**src/hdl/tbps_pkg.sv**
```systemverilog
// ---------------------------------------------------------------------------
// tbps_pkg
// types and constants of the token bucket packet shaper
// ---------------------------------------------------------------------------
package tbps_pkg;

  localparam int LEN_W     = 16;
  localparam int ELAPSED_W = 24;
  localparam int RATE_W    = 17;
  localparam int BUCKET_W  = 24;
  localparam int TOKEN_W   = 32;
  localparam int EVENT_W   = 2;
  localparam int CFG_IDX_W = 1;
  localparam int CFG_DAT_W = 24;
  localparam int PROD_W    = ELAPSED_W + RATE_W;
  localparam int BYTE_SHIFT = 3;
  localparam int ALU_W     = PROD_W - BYTE_SHIFT + 1;

  localparam logic [TOKEN_W-1:0] TOKEN_MAX = '1;

  localparam logic [RATE_W-1:0]   RATE_RESET   = 17'd100;
  localparam logic [BUCKET_W-1:0] BUCKET_RESET = 24'd32000;

  localparam logic [EVENT_W-1:0] EV_ACCEPTED = 2'd0;
  localparam logic [EVENT_W-1:0] EV_DROPPED  = 2'd1;
  localparam logic [EVENT_W-1:0] EV_RELEASED = 2'd2;

  localparam logic [CFG_IDX_W-1:0] CFG_RATE   = 1'b0;
  localparam logic [CFG_IDX_W-1:0] CFG_BUCKET = 1'b1;

  typedef enum logic [2:0] {
    ST_IDLE,
    ST_ENQ,
    ST_MUL,
    ST_ADD,
    ST_CHK,
    ST_RD,
    ST_FIN
  } state_t;

endpackage

```
**src/hdl/token_bucket_packet_shaper.sv**
```systemverilog
// ---------------------------------------------------------------------------
// token_bucket_packet_shaper
// token bucket shaper holding a queue of packet lengths
// ---------------------------------------------------------------------------
// Input beats carry op, packet_len and elapsed_us. An enqueue beat gives one
// result beat (accepted or dropped, last set). A tick beat steps through the
// multiply, the token add through the shared adder and a first check, then
// a read and a check per released packet, then a final step; it gives one
// released beat per packet, last set on the final one, and none when no
// packet can go. in_stall is high from the cycle after an accepted beat
// until that beat is done, and the next beat is taken in the idle state, so
// the block takes one input beat at a time.
// The shared 39-bit add/subtract unit does the token add, each head compare
// and subtract, and the bucket clamp compare; the length queue is a
// memory read at the head pointer with registered data.
// Results sit in an output register; while the receiver stalls, the block
// keeps working until it has a new beat to place, then waits.
// Configuration writes on cfg_we take effect at once and belong in idle
// time. Synchronous reset empties the queue, zeroes the tokens and restores
// rate 100 and bucket 32000; queue entries themselves are not cleared.
// ---------------------------------------------------------------------------
module token_bucket_packet_shaper #(
  parameter int QUEUE_DEPTH = 64
) (
  input  logic                                clk,
  input  logic                                rst_n,
  input  logic                                in_valid,
  output logic                                in_stall,
  input  logic                                in_op,
  input  logic [tbps_pkg::LEN_W-1:0]          in_packet_len,
  input  logic [tbps_pkg::ELAPSED_W-1:0]      in_elapsed_us,
  output logic                                out_valid,
  input  logic                                out_stall,
  output logic [tbps_pkg::EVENT_W-1:0]        out_event_res,
  output logic [tbps_pkg::LEN_W-1:0]          out_released_len,
  output logic                                out_last,
  input  logic                                cfg_we,
  input  logic [tbps_pkg::CFG_IDX_W-1:0]      cfg_index,
  input  logic [tbps_pkg::CFG_DAT_W-1:0]      cfg_wdata
);

  localparam int PTR_W = $clog2(QUEUE_DEPTH);
  localparam int CNT_W = $clog2(QUEUE_DEPTH + 1);
  localparam logic [PTR_W-1:0] PTR_LAST = PTR_W'(QUEUE_DEPTH - 1);
  localparam logic [CNT_W-1:0] CNT_FULL = CNT_W'(QUEUE_DEPTH);

  function automatic logic [PTR_W-1:0] ptr_inc(input logic [PTR_W-1:0] p);
    ptr_inc = (p == PTR_LAST) ? '0 : p + PTR_W'(1);
  endfunction

  tbps_pkg::state_t state_r, state_nxt;

  logic [tbps_pkg::RATE_W-1:0]    rate_r;
  logic [tbps_pkg::BUCKET_W-1:0]  bucket_r;
  logic [tbps_pkg::TOKEN_W-1:0]   tokens_r, tokens_nxt;
  logic [PTR_W-1:0]               head_r, head_nxt;
  logic [PTR_W-1:0]               tail_r, tail_nxt;
  logic [CNT_W-1:0]               count_r, count_nxt;
  logic                           pend_valid_r, pend_valid_nxt;
  logic [tbps_pkg::LEN_W-1:0]     pend_len_r, pend_len_nxt;
  logic                           out_valid_r, out_valid_nxt;
  logic [tbps_pkg::EVENT_W-1:0]   out_event_r, out_event_nxt;
  logic [tbps_pkg::LEN_W-1:0]     out_len_r, out_len_nxt;
  logic                           out_last_r, out_last_nxt;
  logic [tbps_pkg::LEN_W-1:0]     len_r, len_nxt;
  logic [tbps_pkg::ELAPSED_W-1:0] elapsed_r, elapsed_nxt;
  logic [tbps_pkg::PROD_W-1:0]    prod_r, prod_nxt;

  logic [tbps_pkg::LEN_W-1:0] mem [QUEUE_DEPTH];
  logic [tbps_pkg::LEN_W-1:0] rd_data_r;
  logic                       mem_we;

  // shared add/subtract unit
  logic [tbps_pkg::ALU_W-1:0] alu_a, alu_b, alu_y;
  logic                       alu_sub;
  logic                       borrow;

  logic accept;
  logic out_free;
  logic head_fits;

  assign accept   = in_valid && !in_stall;
  assign out_free = !out_valid_r || !out_stall;
  assign alu_y    = alu_sub ? (alu_a - alu_b) : (alu_a + alu_b);
  assign borrow   = alu_y[tbps_pkg::ALU_W-1];
  assign head_fits = (count_r != '0) && !borrow;

  always_comb begin
    alu_a   = tbps_pkg::ALU_W'(tokens_r);
    alu_b   = tbps_pkg::ALU_W'(rd_data_r);
    alu_sub = 1'b1;
    case (state_r)
      tbps_pkg::ST_ADD: begin
        alu_b   = tbps_pkg::ALU_W'(prod_r >> tbps_pkg::BYTE_SHIFT);
        alu_sub = 1'b0;
      end
      tbps_pkg::ST_FIN: begin
        alu_b = tbps_pkg::ALU_W'(bucket_r);
      end
      default: begin
      end
    endcase
  end

  // next state
  always_comb begin
    state_nxt = state_r;
    case (state_r)
      tbps_pkg::ST_IDLE: begin
        if (in_valid) begin
          state_nxt = in_op ? tbps_pkg::ST_MUL : tbps_pkg::ST_ENQ;
        end
      end
      tbps_pkg::ST_ENQ: begin
        if (out_free) begin
          state_nxt = tbps_pkg::ST_IDLE;
        end
      end
      tbps_pkg::ST_MUL: state_nxt = tbps_pkg::ST_ADD;
      tbps_pkg::ST_ADD: state_nxt = tbps_pkg::ST_CHK;
      tbps_pkg::ST_CHK: begin
        if (!head_fits) begin
          state_nxt = tbps_pkg::ST_FIN;
        end else if (!pend_valid_r || out_free) begin
          state_nxt = tbps_pkg::ST_RD;
        end
      end
      tbps_pkg::ST_RD: state_nxt = tbps_pkg::ST_CHK;
      tbps_pkg::ST_FIN: begin
        if (!pend_valid_r || out_free) begin
          state_nxt = tbps_pkg::ST_IDLE;
        end
      end
      default: state_nxt = tbps_pkg::ST_IDLE;
    endcase
  end

  // datapath control and outputs
  always_comb begin
    in_stall       = (state_r != tbps_pkg::ST_IDLE);
    tokens_nxt     = tokens_r;
    head_nxt       = head_r;
    tail_nxt       = tail_r;
    count_nxt      = count_r;
    pend_valid_nxt = pend_valid_r;
    pend_len_nxt   = pend_len_r;
    len_nxt        = len_r;
    elapsed_nxt    = elapsed_r;
    prod_nxt       = prod_r;
    mem_we         = 1'b0;
    out_valid_nxt  = out_valid_r && out_stall;
    out_event_nxt  = out_event_r;
    out_len_nxt    = out_len_r;
    out_last_nxt   = out_last_r;
    case (state_r)
      tbps_pkg::ST_IDLE: begin
        if (accept) begin
          len_nxt     = in_packet_len;
          elapsed_nxt = in_elapsed_us;
        end
      end
      tbps_pkg::ST_ENQ: begin
        if (out_free) begin
          out_valid_nxt = 1'b1;
          out_len_nxt   = '0;
          out_last_nxt  = 1'b1;
          if (count_r == CNT_FULL) begin
            out_event_nxt = tbps_pkg::EV_DROPPED;
          end else begin
            out_event_nxt = tbps_pkg::EV_ACCEPTED;
            mem_we        = 1'b1;
            tail_nxt      = ptr_inc(tail_r);
            count_nxt     = count_r + CNT_W'(1);
          end
        end
      end
      tbps_pkg::ST_MUL: begin
        prod_nxt = tbps_pkg::PROD_W'(elapsed_r) * tbps_pkg::PROD_W'(rate_r);
      end
      tbps_pkg::ST_ADD: begin
        if (alu_y[tbps_pkg::ALU_W-1:tbps_pkg::TOKEN_W] != '0) begin
          tokens_nxt = tbps_pkg::TOKEN_MAX;
        end else begin
          tokens_nxt = alu_y[tbps_pkg::TOKEN_W-1:0];
        end
      end
      tbps_pkg::ST_CHK: begin
        // a release is held back one step so the final one can carry last
        if (head_fits && (!pend_valid_r || out_free)) begin
          if (pend_valid_r) begin
            out_valid_nxt = 1'b1;
            out_event_nxt = tbps_pkg::EV_RELEASED;
            out_len_nxt   = pend_len_r;
            out_last_nxt  = 1'b0;
          end
          tokens_nxt     = alu_y[tbps_pkg::TOKEN_W-1:0];
          head_nxt       = ptr_inc(head_r);
          count_nxt      = count_r - CNT_W'(1);
          pend_valid_nxt = 1'b1;
          pend_len_nxt   = rd_data_r;
        end
      end
      tbps_pkg::ST_FIN: begin
        if (!pend_valid_r || out_free) begin
          if (pend_valid_r) begin
            out_valid_nxt = 1'b1;
            out_event_nxt = tbps_pkg::EV_RELEASED;
            out_len_nxt   = pend_len_r;
            out_last_nxt  = 1'b1;
          end
          pend_valid_nxt = 1'b0;
          if (count_r == '0 && !borrow) begin
            tokens_nxt = tbps_pkg::TOKEN_W'(bucket_r);
          end
        end
      end
      default: begin
      end
    endcase
  end

  always_ff @(posedge clk) begin
    if (!rst_n) begin
      state_r      <= tbps_pkg::ST_IDLE;
      rate_r       <= tbps_pkg::RATE_RESET;
      bucket_r     <= tbps_pkg::BUCKET_RESET;
      tokens_r     <= '0;
      head_r       <= '0;
      tail_r       <= '0;
      count_r      <= '0;
      pend_valid_r <= 1'b0;
      out_valid_r  <= 1'b0;
    end else begin
      state_r      <= state_nxt;
      tokens_r     <= tokens_nxt;
      head_r       <= head_nxt;
      tail_r       <= tail_nxt;
      count_r      <= count_nxt;
      pend_valid_r <= pend_valid_nxt;
      out_valid_r  <= out_valid_nxt;
      if (cfg_we) begin
        case (cfg_index)
          tbps_pkg::CFG_RATE:   rate_r   <= cfg_wdata[tbps_pkg::RATE_W-1:0];
          tbps_pkg::CFG_BUCKET: bucket_r <= cfg_wdata[tbps_pkg::BUCKET_W-1:0];
          default: begin
          end
        endcase
      end
    end
  end

  always_ff @(posedge clk) begin
    pend_len_r  <= pend_len_nxt;
    out_event_r <= out_event_nxt;
    out_len_r   <= out_len_nxt;
    out_last_r  <= out_last_nxt;
    len_r       <= len_nxt;
    elapsed_r   <= elapsed_nxt;
    prod_r      <= prod_nxt;
  end

  // length queue, read port always follows the head
  always_ff @(posedge clk) begin
    if (mem_we) begin
      mem[tail_r] <= len_r;
    end
    rd_data_r <= mem[head_r];
  end

  assign out_valid        = out_valid_r;
  assign out_event_res    = out_event_r;
  assign out_released_len = out_len_r;
  assign out_last         = out_last_r;

endmodule

```
**config.mk**
```make
export PLATFORM = sky130hd
export DESIGN_NAME = token_bucket_packet_shaper
export DESIGN_NICKNAME = d
export VERILOG_FILES = /design/src/hdl/tbps_pkg.sv /design/src/hdl/token_bucket_packet_shaper.sv
export SDC_FILE = /design/constraint.sdc
export NUM_CORES = 2
export LEC_CHECK = 0
export ABC_AREA = 1
export BUFFER_PORTS_ARGS = -buffer_cell sky130_fd_sc_hd__buf_2
export CAP_MARGIN = 15
export CORE_ASPECT_RATIO = 1.2
export CORE_MARGIN = 5
export CORE_UTILIZATION = 40
export CTS_BUF_LIST = sky130_fd_sc_hd__clkbuf_2 sky130_fd_sc_hd__clkbuf_4 sky130_fd_sc_hd__clkbuf_8
export CTS_CLUSTER_SIZE = 16
export DETAILED_ROUTE_END_ITERATION = 10
export PLACE_DENSITY = 0.53
export SYNTH_ARGS = -nofsm -noshare
export SYNTH_HDL_FRONTEND = slang
export SYNTH_SLANG_ARGS = --single-unit
```
**constraint.sdc**
```tcl
create_clock -name clk -period 6.3 [get_ports clk]
set_input_delay 0 -clock clk [delete_from_list [all_inputs] [get_ports clk]]
set_output_delay 0 -clock clk [all_outputs]
set_load 0.1 [all_outputs]
```
==> flow_metrics.env <==
export IMPL_status="finished, final reports clean"
export IMPL_gp_congestion=0.862
export IMPL_overflow=0
export IMPL_holdPathStages=4
export IMPL_synth_simple_area_share_pct=12.9
export IMPL_htreeDepth=4
export IMPL_synth_compound_area_share_pct=10.3
export IMPL_tritoncts_num_buffers=204
export IMPL_avgRoutedWirePerCell_um=21.9
export IMPL_io_buffers=91
export IMPL_cellLeakagePower_nw=30.2
export IMPL_intPower_mw=22.1
export IMPL_final_common_cell="edfxtp_1"
export IMPL_drv_slew=0
export IMPL_vias=46535
export IMPL_power_density_nw_per_um2=510
export IMPL_critPathKind="flop to flop"
export IMPL_hold_class="input pin to flop"
export IMPL_grt_pass1_vias=46687
export IMPL_finalSetupViolCount=0
export IMPL_cp_max_fo=17
export IMPL_antenna_found_initial=5
export IMPL_ant_nets=0
export IMPL_top_level_ports=92
export IMPL_syn_nets=6737
export IMPL_clkTransAtPathRegs_ns=0.07
export IMPL_remaining_drc_errors=0
export IMPL_crit_path_top_delay_cell="fa_1"
export IMPL_synthCells=6180
export IMPL_synth_top_cell_area_share_pct=52.5
export IMPL_synth_largest_area_cell="edfxtp_1"
export IMPL_switching_share_pct=42.1
export IMPL_row_count=162
export IMPL_clock_path_buffers=3
export IMPL_clkLatencyLatePin_ns=0.97
export IMPL_tns_ns=0
export IMPL_fin_crit_ns=6.06
export IMPL_start_util_pct=40.1
export IMPL_muxShareOfSynthArea_pct=0.0173
export IMPL_cts_tree="yes"
export IMPL_synthAdderAreaFrac_pct=13.2
export IMPL_grt_max_degree=150
export IMPL_yosysWarnings=0
export IMPL_cap_viol_max_count=0
export IMPL_cp_start_kind="flop"
export IMPL_synthFlopType="edfxtp_1"
export IMPL_grt_pass1_wl_mm=291
export IMPL_max_freq_mhz=165
export IMPL_layout_common_cells="edfxtp_1, nand2_1, nor2_1"
export IMPL_synth_top_family_by_area="adder cells"
export IMPL_worstPathArrival_ns=6.77
export IMPL_syn_area_um2=65000
export IMPL_power_clock_fraction_pct=18.5
export IMPL_final_area_um2=75000
export IMPL_rsz0062_at_grt="yes"
export IMPL_worst_r2r_cell_count=27
export IMPL_slew_headroom_pct=23.7
export IMPL_fin_skew_ns=0.0617
export IMPL_power_net_switching_mw=16.1
export IMPL_nFillCells=15273
export IMPL_ys_types=57
export IMPL_avgSynthCellArea_um2=10.5
export IMPL_synthTopCellsByArea="edfxtp_1, fa_1, nand2_1"
export IMPL_final_cells=8840
export IMPL_pwr_share_comb_pct=53.5
export IMPL_drtIter0Drc=3675
export IMPL_cts_sinks=1250
export IMPL_synth_edff_count=1137
export IMPL_die_w_um=378
export IMPL_finalHoldViolations=0
export IMPL_grt_total_usage_pct=22.5
export IMPL_layout_drive_gt1_share_pct=12.1
export IMPL_cp_common_cell="fa_1"
export IMPL_dieArea_um2=171000
export IMPL_cts_root_buf="clkbuf_8"
export IMPL_totalWireLength_mm=194
export IMPL_syn_to_final_growth_pct=15.4
export IMPL_p_seq_share_pct=28.0
export IMPL_synth_xor_area_share_pct=0.889
export IMPL_placed_area_um2=69000
export IMPL_dr_pass1_iters=6
export IMPL_dieHeight_um=452
export IMPL_ys_seq_area_share_pct=56.0
export IMPL_required_ns=7.01
export IMPL_fin_nets=7115
export IMPL_design_core_area_um2=162000
export IMPL_slowest_delay_ns=0.55
export IMPL_place_hpwl_mm=125
export IMPL_endpoint_kind="flop"
export IMPL_fin_crit_sh_pct=96.2
export IMPL_synth_seq_cells=1250
export IMPL_async_flop_share_pct=0
export IMPL_ir_worst_vdd_uv=922
export IMPL_worst_pin_slew_ns=1.14
export IMPL_routed_via_density=5.26
export IMPL_dp_cells=8301
[cells in the mapped netlist (all sizes together), types with 2 or more instances]
master,instances
a22o,16
clkbuf,320
nor4,8
nor2,883
or2,6
a221o,5
dfxtp,113
o22ai,162
a221oi,2
nor3,12
fa,331
nand3,145
edfxtp,1137
and3,2
o21bai,2
and2,2
o31ai,4
a21boi,6
a21oi,148
nand4,60
nand3b,5
o211ai,38
xor2,47
nand2,953
o21ai,633
a32o,4
xnor2,19
inv,783
buf,34
clkinv,2
o221ai,94
o21a,8
a21o,3
ha,155
a31oi,34
[sequential cells by signal, indices dropped and copies added (netlist names), 7 cells and up]
signal,cells
bucket_r,24
count_r,7
elapsed_r,24
len_r,16
mem,1024
out_released_len,16
pend_len_r,16
prod_r,38
rate_r,17
rd_data_r,16
tokens_r,32
[worst paths after layout]
path                              startpoint            to  slack (ns)
worst max-delay path            elapsed_r[7]    prod_r[34]        0.24
worst max register to register  elapsed_r[7]    prod_r[34]        0.24
worst min-delay path                   rst_n  tokens_r[31]        0.14
worst min register to register   bucket_r[1]   bucket_r[1]        0.47
[critical path, delay by kind of cell, from the launching register on]
| kind | cells | cell delay [ns] |
|---|---|---|
| adders and majority gates | 7 | 3.32 |
| DFF | 1 | 0.42 |
| AOI/OAI and AO/OA | 5 | 0.68 |
| and+or+nand+nor | 7 | 0.64 |
| buffers and inverters | 7 | 0.60 |
| xor gates and xnor gates | 1 | 0.14 |
[power groups by stage]
stage | combinational (mW) | sequential (mW) | clock [mW]
floorplan | 11.6 | 11.1 | 0
global placement | 19.3 | 10.9 | 0
detailed placement | 19.3 | 10.9 | 0
CTS | 19.5 | 10.7 | 7.26
global route | 22.7 | 10.7 | 7.62
finish | 20.5 | 10.7 | 7.07
[layout make-up]
class / count / area (µm²) / area share, %
well taps: 2132 / 2670 / 3.55
inverters: 785 / 2970 / 3.96
clock buffers: 277 / 3410 / 4.54
flip-flops and latches: 1250 / 36400 / 48.5
repair buffers: 526 / 4450 / 5.93
clock inverters: 73 / 569 / 0.759
diodes: 6 / 15.0 / 0.0200
multi-input cells: 3791 / 24500 / 32.7
[per-layer routing]
layer | vias to the layer above | global-route usage, % | wire (µm)
li1 | 21628 | - | -
met1 | 23181 | 27.9 | 78400
met2 | 1336 | 39.4 | 97500
met3 | 390 | 3.38 | 9620
met4 | 0 | 9.02 | 8360
met5 | - | 0 | 0
[stage by stage]
stage / hold slack [ns] / power, mW / util, % / setup WS, ns
3_3_place_gp: 0.177 / 30.2 / 42.5 / -0.0495
2_1_floorplan: 0.0989 / 22.7 / - / 0.0989
6_report: 0.135 / 38.2 / 46.3 / 0.238
4_1_cts: 0.0232 / 37.5 / 46.0 / 0.0143
5_1_grt: 0.123 / 41.1 / 46.3 / -0.0822
3_5_place_dp: 0.178 / 30.2 / 42.5 / -0.0319
[kinds of logic (layout without fill, tap and decap cells)]
logic type,count (synthesis),after routing
multiplexers,1,1
other,0,6
flip-flops,1250,1250
AO/OA/AOI/OAI,1161,1161
XOR/XNOR,66,66
buffers and inverters,1139,1661
AND/OR/NAND/NOR,2077,2077
adder cells (fa/ha/maj),486,486
[what timing repair did]
item,in CTS,in global routing
pin swaps,0,42
setup buffers,3,21
endpoints found under the setup margin,3,13
hold buffers,158,0
endpoints found under the hold margin,196,0
resized for setup,3,76
No activity file was read; power rests on OpenSTA's default activity.
